===== config.mk =====
export PLATFORM = sky130hd
export DESIGN_NAME = joystick_tilt_frame_deframer
export DESIGN_NICKNAME = d
export VERILOG_FILES = /design/src/jtfd_pkg.sv /design/src/jtfd_chan.sv /design/src/joystick_tilt_frame_deframer.sv
export SDC_FILE = /design/constraint.sdc
export NUM_CORES = 1
export LEC_CHECK = 0
export BUFFER_PORTS_ARGS = -buffer_cell sky130_fd_sc_hd__buf_2
export CORE_ASPECT_RATIO = 1.5
export CORE_MARGIN = 4
export CORE_UTILIZATION = 55
export DETAILED_ROUTE_END_ITERATION = 7
export PLACE_DENSITY = 0.81
export SYNTH_ARGS = -nofsm -noshare
export SYNTH_HDL_FRONTEND = slang
export SYNTH_HIERARCHICAL = 1
export SYNTH_SLANG_ARGS = --single-unit

===== constraint.sdc =====
create_clock -name clk -period 2.47 [get_ports clk]
set_clock_uncertainty 0.1 [all_clocks]
set_input_delay 0.1235 -clock clk [delete_from_list [all_inputs] [get_ports clk]]
set_output_delay 0.1235 -clock clk [all_outputs]
set_load 0.02 [all_outputs]

===== src/jtfd_pkg.sv =====
// Package for the joystick/tilt frame deframer.
// Byte codes, mode codes, result bit positions and shared structs.
// No dependencies.
`timescale 1ns / 1ps
`default_nettype none

package jtfd_pkg;

  // Byte codes
  localparam logic [7:0] CH_LO_A    = 8'h61;  // 'a'
  localparam logic [7:0] CH_LO_B    = 8'h62;  // 'b'
  localparam logic [7:0] CH_LO_F    = 8'h66;  // 'f'
  localparam logic [7:0] CH_LO_G    = 8'h67;  // 'g'
  localparam logic [7:0] CH_LEFT    = 8'h4C;  // 'L'
  localparam logic [7:0] CH_RIGHT   = 8'h52;  // 'R'
  localparam logic [7:0] CH_TILT    = 8'h41;  // 'A'
  localparam logic [7:0] CH_END     = 8'h2A;  // '*'

  // Mode codes
  localparam logic [1:0] MODE_NONE   = 2'd0;
  localparam logic [1:0] MODE_REMOTE = 2'd1;
  localparam logic [1:0] MODE_TILT   = 2'd2;

  // Default frame capacities
  localparam int STICK_FRAME_MAX_DEF = 10;
  localparam int TILT_FRAME_MAX_DEF  = 20;

  // Result word layout
  localparam int OUT_W        = 24;
  localparam int B_MODE_LO    = 0;
  localparam int B_DATA_LO    = 2;
  localparam int B_LEFT_TAKE  = 10;
  localparam int B_LEFT_END   = 11;
  localparam int B_RIGHT_TAKE = 12;
  localparam int B_RIGHT_END  = 13;
  localparam int B_TILT_TAKE  = 14;
  localparam int B_TILT_END   = 15;
  localparam int B_TILT_BEGIN = 16;
  localparam int B_LEFT_CUT   = 17;
  localparam int B_RIGHT_CUT  = 18;
  localparam int B_TILT_CUT   = 19;

  // Per-byte control into one frame channel
  typedef struct packed {
    logic step;      // byte transfer that this channel sees
    logic open;      // header byte for this channel
    logic restart;   // header also clears count and drop mark
    logic excluded;  // byte never belongs to a frame
    logic is_end;    // end marker
  } jtfd_ctl_t;

  // Per-byte status out of one frame channel
  typedef struct packed {
    logic take;
    logic ended;
    logic cut;
  } jtfd_sts_t;

endpackage

`default_nettype wire


===== src/jtfd_chan.sv =====
// One frame channel: open flag, saturating byte count and drop mark.
// Depends on jtfd_pkg.
`timescale 1ns / 1ps
`default_nettype none

module jtfd_chan
  import jtfd_pkg::*;
#(
  parameter int CAP = STICK_FRAME_MAX_DEF
) (
  input  wire logic      clk,
  input  wire logic      rst_n,
  input  wire jtfd_ctl_t ctl,
  output jtfd_sts_t      sts
);

  localparam int CNT_W = $clog2(CAP + 1);

  logic             active_r, active_nxt;
  logic [CNT_W-1:0] count_r, count_nxt;
  logic             mark_r, mark_nxt;

  logic             act_eff;
  logic [CNT_W-1:0] cnt_eff;
  logic             mark_eff;

  always_comb begin
    act_eff    = active_r | ctl.open;
    cnt_eff    = ctl.restart ? '0 : count_r;
    mark_eff   = ctl.restart ? 1'b0 : mark_r;
    active_nxt = active_r;
    count_nxt  = count_r;
    mark_nxt   = mark_r;
    sts        = '0;
    if (ctl.step) begin
      active_nxt = act_eff;
      count_nxt  = cnt_eff;
      mark_nxt   = mark_eff;
      if (act_eff && !ctl.excluded) begin
        if (ctl.is_end) begin
          sts.take   = 1'b1;
          sts.ended  = 1'b1;
          sts.cut    = mark_eff;
          mark_nxt   = 1'b0;
          count_nxt  = '0;
          active_nxt = 1'b0;
        end else if (cnt_eff < CNT_W'(CAP)) begin
          sts.take  = 1'b1;
          count_nxt = cnt_eff + 1'b1;
        end else begin
          mark_nxt = 1'b1;
        end
      end
    end
  end

  always_ff @(posedge clk) begin
    if (!rst_n) begin
      active_r <= 1'b0;
      count_r  <= '0;
      mark_r   <= 1'b0;
    end else begin
      active_r <= active_nxt;
      count_r  <= count_nxt;
      mark_r   <= mark_nxt;
    end
  end

endmodule

`default_nettype wire


===== src/joystick_tilt_frame_deframer.sv =====
// Top level of the joystick/tilt frame deframer.
// Depends on jtfd_pkg and jtfd_chan.
`timescale 1ns / 1ps
`default_nettype none

// Takes one received serial byte per transfer and returns one result word per
// byte. Unless the output stalls, a byte can be accepted in every cycle: the
// frame state updates at the input transfer and the result sits in
// a single output register, which may be reloaded in the cycle it is taken.
// Bytes 'a'..'g' set the mode ('b' tilt, the rest remote). In remote mode,
// and before any mode byte, 'L' and 'R' open left and right stick frames that
// run to '*'; the first completed frame on each stick is not reported. In tilt
// mode 'A' (re)starts the tilt frame. Bytes beyond a frame's capacity are
// dropped and reported as a cut on the closing '*'.

module joystick_tilt_frame_deframer
  import jtfd_pkg::*;
#(
  parameter int STICK_FRAME_MAX = STICK_FRAME_MAX_DEF,
  parameter int TILT_FRAME_MAX  = TILT_FRAME_MAX_DEF
) (
  input  wire logic             clk,
  input  wire logic             rst_n,
  input  wire logic             in_tvalid,
  output logic                  in_tready,
  input  wire logic [7:0]       in_tdata,   // [7:0] rx_byte
  output logic                  out_tvalid,
  input  wire logic             out_tready,
  // [1:0] mode, [9:2] data, [10] left_take, [11] left_end, [12] right_take,
  // [13] right_end, [14] tilt_take, [15] tilt_end, [16] tilt_begin,
  // [17] left_cut, [18] right_cut, [19] tilt_cut, [23:20] zero
  output logic [OUT_W-1:0]      out_tdata
);

  logic             in_xfer;
  logic [7:0]       b;
  logic             excluded;
  logic [1:0]       mode_r, mode_nxt;
  logic             lfd_r, lfd_nxt;
  logic             rfd_r, rfd_nxt;
  logic             out_valid_r;
  logic [OUT_W-1:0] out_tdata_r, out_tdata_nxt;

  jtfd_ctl_t left_ctl, right_ctl, tilt_ctl;
  jtfd_sts_t left_sts, right_sts, tilt_sts;

  assign in_tready = !out_valid_r || out_tready;
  assign in_xfer   = in_tvalid && in_tready;
  assign b         = in_tdata;
  assign excluded  = (b >= CH_LO_A) && (b <= CH_LO_F);

  always_comb begin
    mode_nxt = mode_r;
    if (b == CH_LO_B) begin
      mode_nxt = MODE_TILT;
    end else if (b >= CH_LO_A && b <= CH_LO_G) begin
      mode_nxt = MODE_REMOTE;
    end
  end

  always_comb begin
    left_ctl.step     = in_xfer && (mode_nxt != MODE_TILT);
    left_ctl.open     = (b == CH_LEFT);
    left_ctl.restart  = 1'b0;
    left_ctl.excluded = excluded;
    left_ctl.is_end   = (b == CH_END);

    right_ctl.step     = in_xfer && (mode_nxt != MODE_TILT);
    right_ctl.open     = (b == CH_RIGHT);
    right_ctl.restart  = 1'b0;
    right_ctl.excluded = excluded;
    right_ctl.is_end   = (b == CH_END);

    tilt_ctl.step     = in_xfer && (mode_nxt == MODE_TILT);
    tilt_ctl.open     = (b == CH_TILT);
    tilt_ctl.restart  = (b == CH_TILT);
    tilt_ctl.excluded = excluded;
    tilt_ctl.is_end   = (b == CH_END);
  end

  jtfd_chan #(.CAP(STICK_FRAME_MAX)) u_left (
    .clk(clk), .rst_n(rst_n), .ctl(left_ctl), .sts(left_sts)
  );

  jtfd_chan #(.CAP(STICK_FRAME_MAX)) u_right (
    .clk(clk), .rst_n(rst_n), .ctl(right_ctl), .sts(right_sts)
  );

  jtfd_chan #(.CAP(TILT_FRAME_MAX)) u_tilt (
    .clk(clk), .rst_n(rst_n), .ctl(tilt_ctl), .sts(tilt_sts)
  );

  // The first completed stick frame only arms the first-done flag.
  assign lfd_nxt = lfd_r | left_sts.ended;
  assign rfd_nxt = rfd_r | right_sts.ended;

  always_comb begin
    out_tdata_nxt                          = '0;
    out_tdata_nxt[B_MODE_LO +: 2]          = mode_nxt;
    out_tdata_nxt[B_DATA_LO +: 8]          = b;
    out_tdata_nxt[B_LEFT_TAKE]             = lfd_r & left_sts.take;
    out_tdata_nxt[B_LEFT_END]              = lfd_r & left_sts.ended;
    out_tdata_nxt[B_LEFT_CUT]              = lfd_r & left_sts.cut;
    out_tdata_nxt[B_RIGHT_TAKE]            = rfd_r & right_sts.take;
    out_tdata_nxt[B_RIGHT_END]             = rfd_r & right_sts.ended;
    out_tdata_nxt[B_RIGHT_CUT]             = rfd_r & right_sts.cut;
    out_tdata_nxt[B_TILT_TAKE]             = tilt_sts.take;
    out_tdata_nxt[B_TILT_END]              = tilt_sts.ended;
    out_tdata_nxt[B_TILT_CUT]              = tilt_sts.cut;
    out_tdata_nxt[B_TILT_BEGIN]            = (mode_nxt == MODE_TILT) && (b == CH_TILT);
  end

  always_ff @(posedge clk) begin
    if (!rst_n) begin
      mode_r      <= MODE_NONE;
      lfd_r       <= 1'b0;
      rfd_r       <= 1'b0;
      out_valid_r <= 1'b0;
    end else begin
      if (in_xfer) begin
        mode_r <= mode_nxt;
        lfd_r  <= lfd_nxt;
        rfd_r  <= rfd_nxt;
      end
      if (in_xfer) begin
        out_valid_r <= 1'b1;
      end else if (out_tready) begin
        out_valid_r <= 1'b0;
      end
    end
  end

  always_ff @(posedge clk) begin
    if (in_xfer) begin
      out_tdata_r <= out_tdata_nxt;
    end
  end

  assign out_tvalid = out_valid_r;
  assign out_tdata  = out_tdata_r;

`ifndef SYNTHESIS
  // Once a mode byte has arrived the mode never falls back to none.
  a_mode_sticky: assert property (@(posedge clk) disable iff (!rst_n)
    (mode_r != MODE_NONE) |=> (mode_r != MODE_NONE))
    else $error("mode returned to none");

  // A reported left end needs the first left frame already discarded.
  a_left_first: assert property (@(posedge clk) disable iff (!rst_n)
    (out_valid_r && out_tdata_r[B_LEFT_END]) |-> lfd_r)
    else $error("left end reported before first frame was discarded");

  // Tilt channel bits appear only with tilt mode.
  a_tilt_mode: assert property (@(posedge clk) disable iff (!rst_n)
    (out_valid_r && (out_tdata_r[B_TILT_TAKE] || out_tdata_r[B_TILT_BEGIN]))
      |-> (out_tdata_r[B_MODE_LO +: 2] == MODE_TILT))
    else $error("tilt bits outside tilt mode");

  // Stick and tilt channels never claim the same byte.
  a_excl: assert property (@(posedge clk) disable iff (!rst_n)
    out_valid_r |-> !(out_tdata_r[B_TILT_TAKE] &&
                      (out_tdata_r[B_LEFT_TAKE] || out_tdata_r[B_RIGHT_TAKE])))
    else $error("stick and tilt take the same byte");

  // A cut is only ever reported together with its end.
  a_cut_end: assert property (@(posedge clk) disable iff (!rst_n)
    out_valid_r |-> ((!out_tdata_r[B_LEFT_CUT] || out_tdata_r[B_LEFT_END]) &&
                     (!out_tdata_r[B_RIGHT_CUT] || out_tdata_r[B_RIGHT_END]) &&
                     (!out_tdata_r[B_TILT_CUT] || out_tdata_r[B_TILT_END])))
    else $error("cut without end");
`endif

endmodule

`default_nettype wire


==> flow_summary.yaml, run 1 <==
global_routing:
  grt_max_degree: 23
  grt_use_met1_pct: 21.17
  overflow: 0
  global_route.usage.met3_pct: 3.957
  grt_pass1_vias: 1790
  grt_pass1_wl_um: 7700
  grt.total_usage_pct: 19.56
  use_met2_pct: 34.93
  grt_busiest_layer: "met2"
  antenna_found_initial: 0
worst_setup_path:
  critPathSlowestCell: "dlygate4sd3_1"
  endpoint_kind: "register"
  crit_chain: "dlygate4sd3_1, buf_2, nor3_2, nand4_1, o2bb2ai_2, and2_2, and2b_1, nand3_1, inv_1, and2_1"
  path_class: "in -> reg"
  crit_path_max_fanout: 8
  critPathArrivalTime_ns: 2.29
  max_stage_delay_ns: 0.53
  worstPathRequired_ns: 2.43
  critPathLaunchType: "primary input"
yosys:
  synth_seq_area_share_pct: 49.15
  ys_ff_latch: 44
  synth-main-ff-cell: "dfxtp_1"
  syn_area_sq_mm: 0.002200
  synth_edf_count: 20
  yosysUniqueCellTypes: 53
  ys_warn_count: 6
  synth.avg_cell_area_sq_um: 9.564
  synthTopCellsByArea: "edfxtp_1, dfxtp_1, nand2_1"
  synth_top_cell_by_area: "edfxtp_1"
  syn_inst: 230
  netlist.area_leader.share_pct: 27.30
  async_flop_share_pct: 0
power:
  peakVddDrop_mv: 0.5624
  power_density_mw_per_mm2: 545.8
  power_leakage_nw: 1.109
final_layout:
  final_common_cell: "buf_2"
  areaGrowthSynthToFinish_pct: 21.50
  n_fill_cell: 293
  layout.nets: 308
  stdcell_count: 339
  drive_gt1_share_pct: 21.96
  antenna_cells: 0
  mostFrequentLayoutCells: "buf_2, nand2_1, dfxtp_1"
timing:
  fmax_mhz: 429.5
  rsz0062_at_grt: "no"
  drv_slew: 0
  relSlewSlack_pct: 59.09
  period_minus_slack_ns: 2.329
  worst_pin_slew_ns: 0.6041
  tns_ns: 0
  final_hold_viol_count: 0
  period_share_pct: 94.27
  setup_violations: 0
clocking:
  cts_tree: "built"
  root_buffer: "clkbuf_8"
  clk_path_buf_depth: 2
  cts_buffers: 5
  h-tree-depth: 2
  clock_latency_ns: 0.30
  clk_pin_slew_worst_paths_ns: 0.08
  clock_sinks: 44
drt:
  ant_nets: 0
  dr.first_iter.drc_count: 59
  drc: 0
  wl_um: 4712
  vias: 1885
  viasPerCell: 5.560
  dr.pass1.iters: 4
  wl_per_cell_um: 13.90
floorplanning:
  start_util_pct: 58.66
  ioPinCount: 38
  die_area_sq_mm: 0.005096
  die_h_um: 85.46
  die_w_um: 59.64
  core_area_sq_mm: 0.003750
  row_count: 27
place:
  dp.cells: 323
  gp_congestion: 0.8512
  numPortBuffers: 33
  place_hpwl_um: 3354
hold_path:
  hp-class: "in -> reg"
run:
  maxCapViolCount: 0
outcome:
  status: "complete, no violations"
## per-layer routing
metal  wire length, um  share of wire [%]
met5                 0                  0
met1              1832                 39
met2              2465                 52
met4               143                3.0
met3               271                5.8
## critical path, delay by kind of cell
family                 cells  cell delay [ns]
buffers and inverters      3             0.77
and+or+nand+nor            6             1.21
AOI/OAI and AO/OA          1             0.17
## registers in the layout, indices dropped and copies added (netlist names)
signal,count
mode_r,2
u_tilt/mark_r,1
u_left/mark_r,1
lfd_r,1
out_tdata,20
u_right/count_r,4
u_tilt/active_r,1
out_tvalid,1
u_left/active_r,1
rfd_r,1
u_left/count_r,4
u_right/mark_r,1
u_tilt/count_r,5
u_right/active_r,1
## metrics by stage
step / hold slack [ns] / setup slack (ns) / total power (W) / cell area [sq um] / util, %
after floorplan: 0.1224 / 0.06666 / 0.0008749 / 2271 / -
after detailed placement: 0.2434 / 0.3334 / 0.0009181 / 2474 / 65.97
after global placement: 0.2384 / 0.3752 / 0.0009152 / 2474 / 65.97
after CTS: 0.001976 / 0.07776 / 0.001469 / 2655 / 70.80
after global routing: 0.002897 / 0.001140 / 0.001514 / 2673 / 71.27
final: 0.007255 / 0.1415 / 0.001459 / 2673 / 71.27
## path summary, 6_finish.rpt
path              slack, ns  depth (start not counted)          startpoint            endpoint
setup / recovery       0.14                         10         in_tdata[3]       out_tdata[11]
hold / removal        0.007                          1         in_tdata[0]        out_tdata[2]
setup reg to reg       0.63                          8           mode_r[0]       out_tdata[11]
hold reg to reg        0.36                          2  u_right/count_r[3]  u_right/count_r[3]
## power breakdown
part / switching, W / internal [W]
Sequential: 0.00000417 / 0.000779
Clock: 0.000247 / 0.000299
Combinational: 0.0000865 / 0.0000424
## cells in the mapped netlist (4+ instances only)
cell type and n:
inv_1 11, edfxtp_1 20, nor2_1 16, nor3b_1 4, nand4_1 4, nor3_1 7
nor2b_1 6, o21ai_0 8, nand2_1 26, nand2b_1 4, a21oi_1 14, and2_1 11
dfxtp_1 24, buf_4 4, nand3_1 11, and3_1 7
## kinds of logic (layout without fill, tap and decap cells)
family	after synthesis	after routing	synth area share (%)
AND/OR/NAND/NOR	117	117	29.75
AO/OA/AOI/OAI	48	48	15.59
flip-flops	44	44	49.15
buffers and inverters	17	64	3.982
XOR/XNOR	2	2	0.7965
adder cells (fa/ha/maj)	1	1	0.5687
other	1	20	0.1705
## area by class of cell
class                   instances  area [sq um]  area share (%)
clock buffers                   5         68.82           2.575
well taps                      43         53.80           2.013
flip-flops and latches         44          1081           40.45
multi-input cells             188          1112           41.62
inverters                      11         41.29           1.545
repair buffers                 45         272.8           10.21
clock inverters                 3         42.54           1.592
## what timing repair did
action                                  CTS  global route
setup buffers                             0             1
hold endpoints to repair                  7             0
hold buffers                              7             0
resized for setup                         0             5
endpoints found under the setup margin    0            19
Note: power is estimated with default switching activity, not from simulation.
==> run 2: changes to the inputs <==
Clock period 2.47 ns to 2.6 ns, I/O delays scaled along.
==> flow_summary.yaml, run 2 (synthesis gave the netlist of run 1 again) <==
floorplanning:
  start_util_pct: 58.66
  die_h_um: 85.46
  die_area_sq_mm: 0.005096
  ioPinCount: 38
  row_count: 27
  die_w_um: 59.64
  core_area_sq_mm: 0.003750
final_layout:
  mostFrequentLayoutCells: "buf_2, nand2_1, dfxtp_1"
  largest_reg_flops: 20
  layout.nets: 304
  antenna_cells: 0
  fin_util_pct: 70.30
  final_common_cell: "buf_2"
  drive_gt1_share_pct: 20.55
  design_area_sq_mm: 0.002636
  areaGrowthSynthToFinish_pct: 19.85
clocking:
  cts_setup_buffers: 0
  clock_sinks: 44
  clk_path_buf_depth: 2
  root_buffer: "clkbuf_8"
  clk_pin_slew_worst_paths_ns: 0.08
  cts_tree: "built"
  h-tree-depth: 2
  cts_buffers: 5
  clock_latency_ns: 0.29
global_routing:
  overflow: 0
  antenna_found_initial: 0
  grt.total_usage_pct: 19.25
  grt_pass1_vias: 1790
  grt_max_degree: 23
  grt_pass1_wl_um: 7617
worst_setup_path:
  path_delay_family: "compound AO/OA/AOI/OAI gates"
  max_stage_delay_ns: 0.53
  critPathArrivalTime_ns: 2.56
  critPathLaunchType: "primary input"
  path_class: "in -> reg"
  critPathSlowestCell: "dlygate4sd3_1"
  endpoint_kind: "register"
  crit_buf_inv: 3
  crit_path_max_fanout: 9
  crit_chain: "dlygate4sd3_1, buf_2, and4bb_1, nand2_1, nor3_1, buf_4, o21ba_1, a211o_1, o32ai_2, o2bb2ai_1"
  worstPathRequired_ns: 2.72
timing:
  fmax_mhz: 409.6
  setup_violations: 0
  rsz0062_at_grt: "no"
  drv_slew: 0
  final_hold_viol_count: 0
  relSlewSlack_pct: 64.26
  worst_pin_slew_ns: 0.5277
  period_share_pct: 93.89
  tns_ns: 0
  period_minus_slack_ns: 2.441
drt:
  wl_um: 4604
  viasPerCell: 5.499
  dr.pass1.iters: 4
  drc: 0
  ant_nets: 0
  dr.first_iter.drc_count: 65
  wl_per_cell_um: 13.74
  vias: 1842
power:
  power_leakage_nw: 1.102
  peakVddDrop_mv: 0.5067
  power_density_mw_per_mm2: 532.2
hold_path:
  hp-class: "in -> reg"
outcome:
  status: "complete, no violations"
place:
  gp_congestion: 0.8643
  numPortBuffers: 33
  place_hpwl_um: 3295
  postPlaceCellArea_sq_mm: 0.002474
run:
  maxCapViolCount: 0
==> run 2: where the power goes <==
part	internal, W	switching [W]	leakage [nW]
clock network	0.000314	0.000226	0.0614
logic	0.0000370	0.0000812	0.649
registers	0.000740	0.00000435	0.392
==> run 2: what timing repair did <==
action                                 CTS  global route
setup endpoints to repair                0             1
resized for setup                        0             1
endpoints found under the hold margin    4             0
hold buffers                             4             0
==> run 2: per-stage QoR <==
stage	worst slack [ns]	cells	power [W]	hold WS (ns)
6_report	0.1588	335	0.001403	0.007352
4_1_cts	0.1605	335	0.001415	0.0003919
3_5_place_dp	0.4032	323	0.0008722	0.2514
2_1_floorplan	0.1967	249	0.0008311	0.1289
3_3_place_gp	0.4715	323	0.0008695	0.2492
5_1_grt	0.02320	335	0.001459	0.005911
==> run 2: worst paths after layout <==
kind | start | to | slack [ns] | cells after the start
worst max-delay path | in_tdata[7] | u_tilt/count_r[0] | 0.16 | 10
worst min-delay path | in_tdata[3] | out_tdata[5] | 0.007 | 1
worst max register to register | out_tvalid | out_tdata[11] | 0.75 | 8
worst min register to register | u_tilt/count_r[0] | u_tilt/count_r[0] | 0.37 | 1
==> run 2: area by class of cell <==
class	instances	area, sq um
clock buffers	6	82.58
clock inverters	2	38.79
fillers	291	1114
inverters	11	41.29
multi-input cells	188	1104
flip-flops and latches	44	1081
well taps	43	53.80
repair buffers	41	235.2
==> run 2: metal layers <==
metal	up-vias	part of all wire, %	track usage, %
met2	60	53	34.43
li1	931	-	-
met3	10	4.8	3.349
met1	841	40	21.27
met5	-	0	0
met4	0	1.8	8.871
==> run 2: worst register-to-register path, cell delays in order, from the launching register on <==
cell and delay, ns:
dfxtp_1 0.34, nand2b_1 0.08, nand2_1 0.17, inv_1 0.07
and2_2 0.22, and2b_1 0.22, nand3_1 0.16, inv_1 0.08
and2_1 0.17
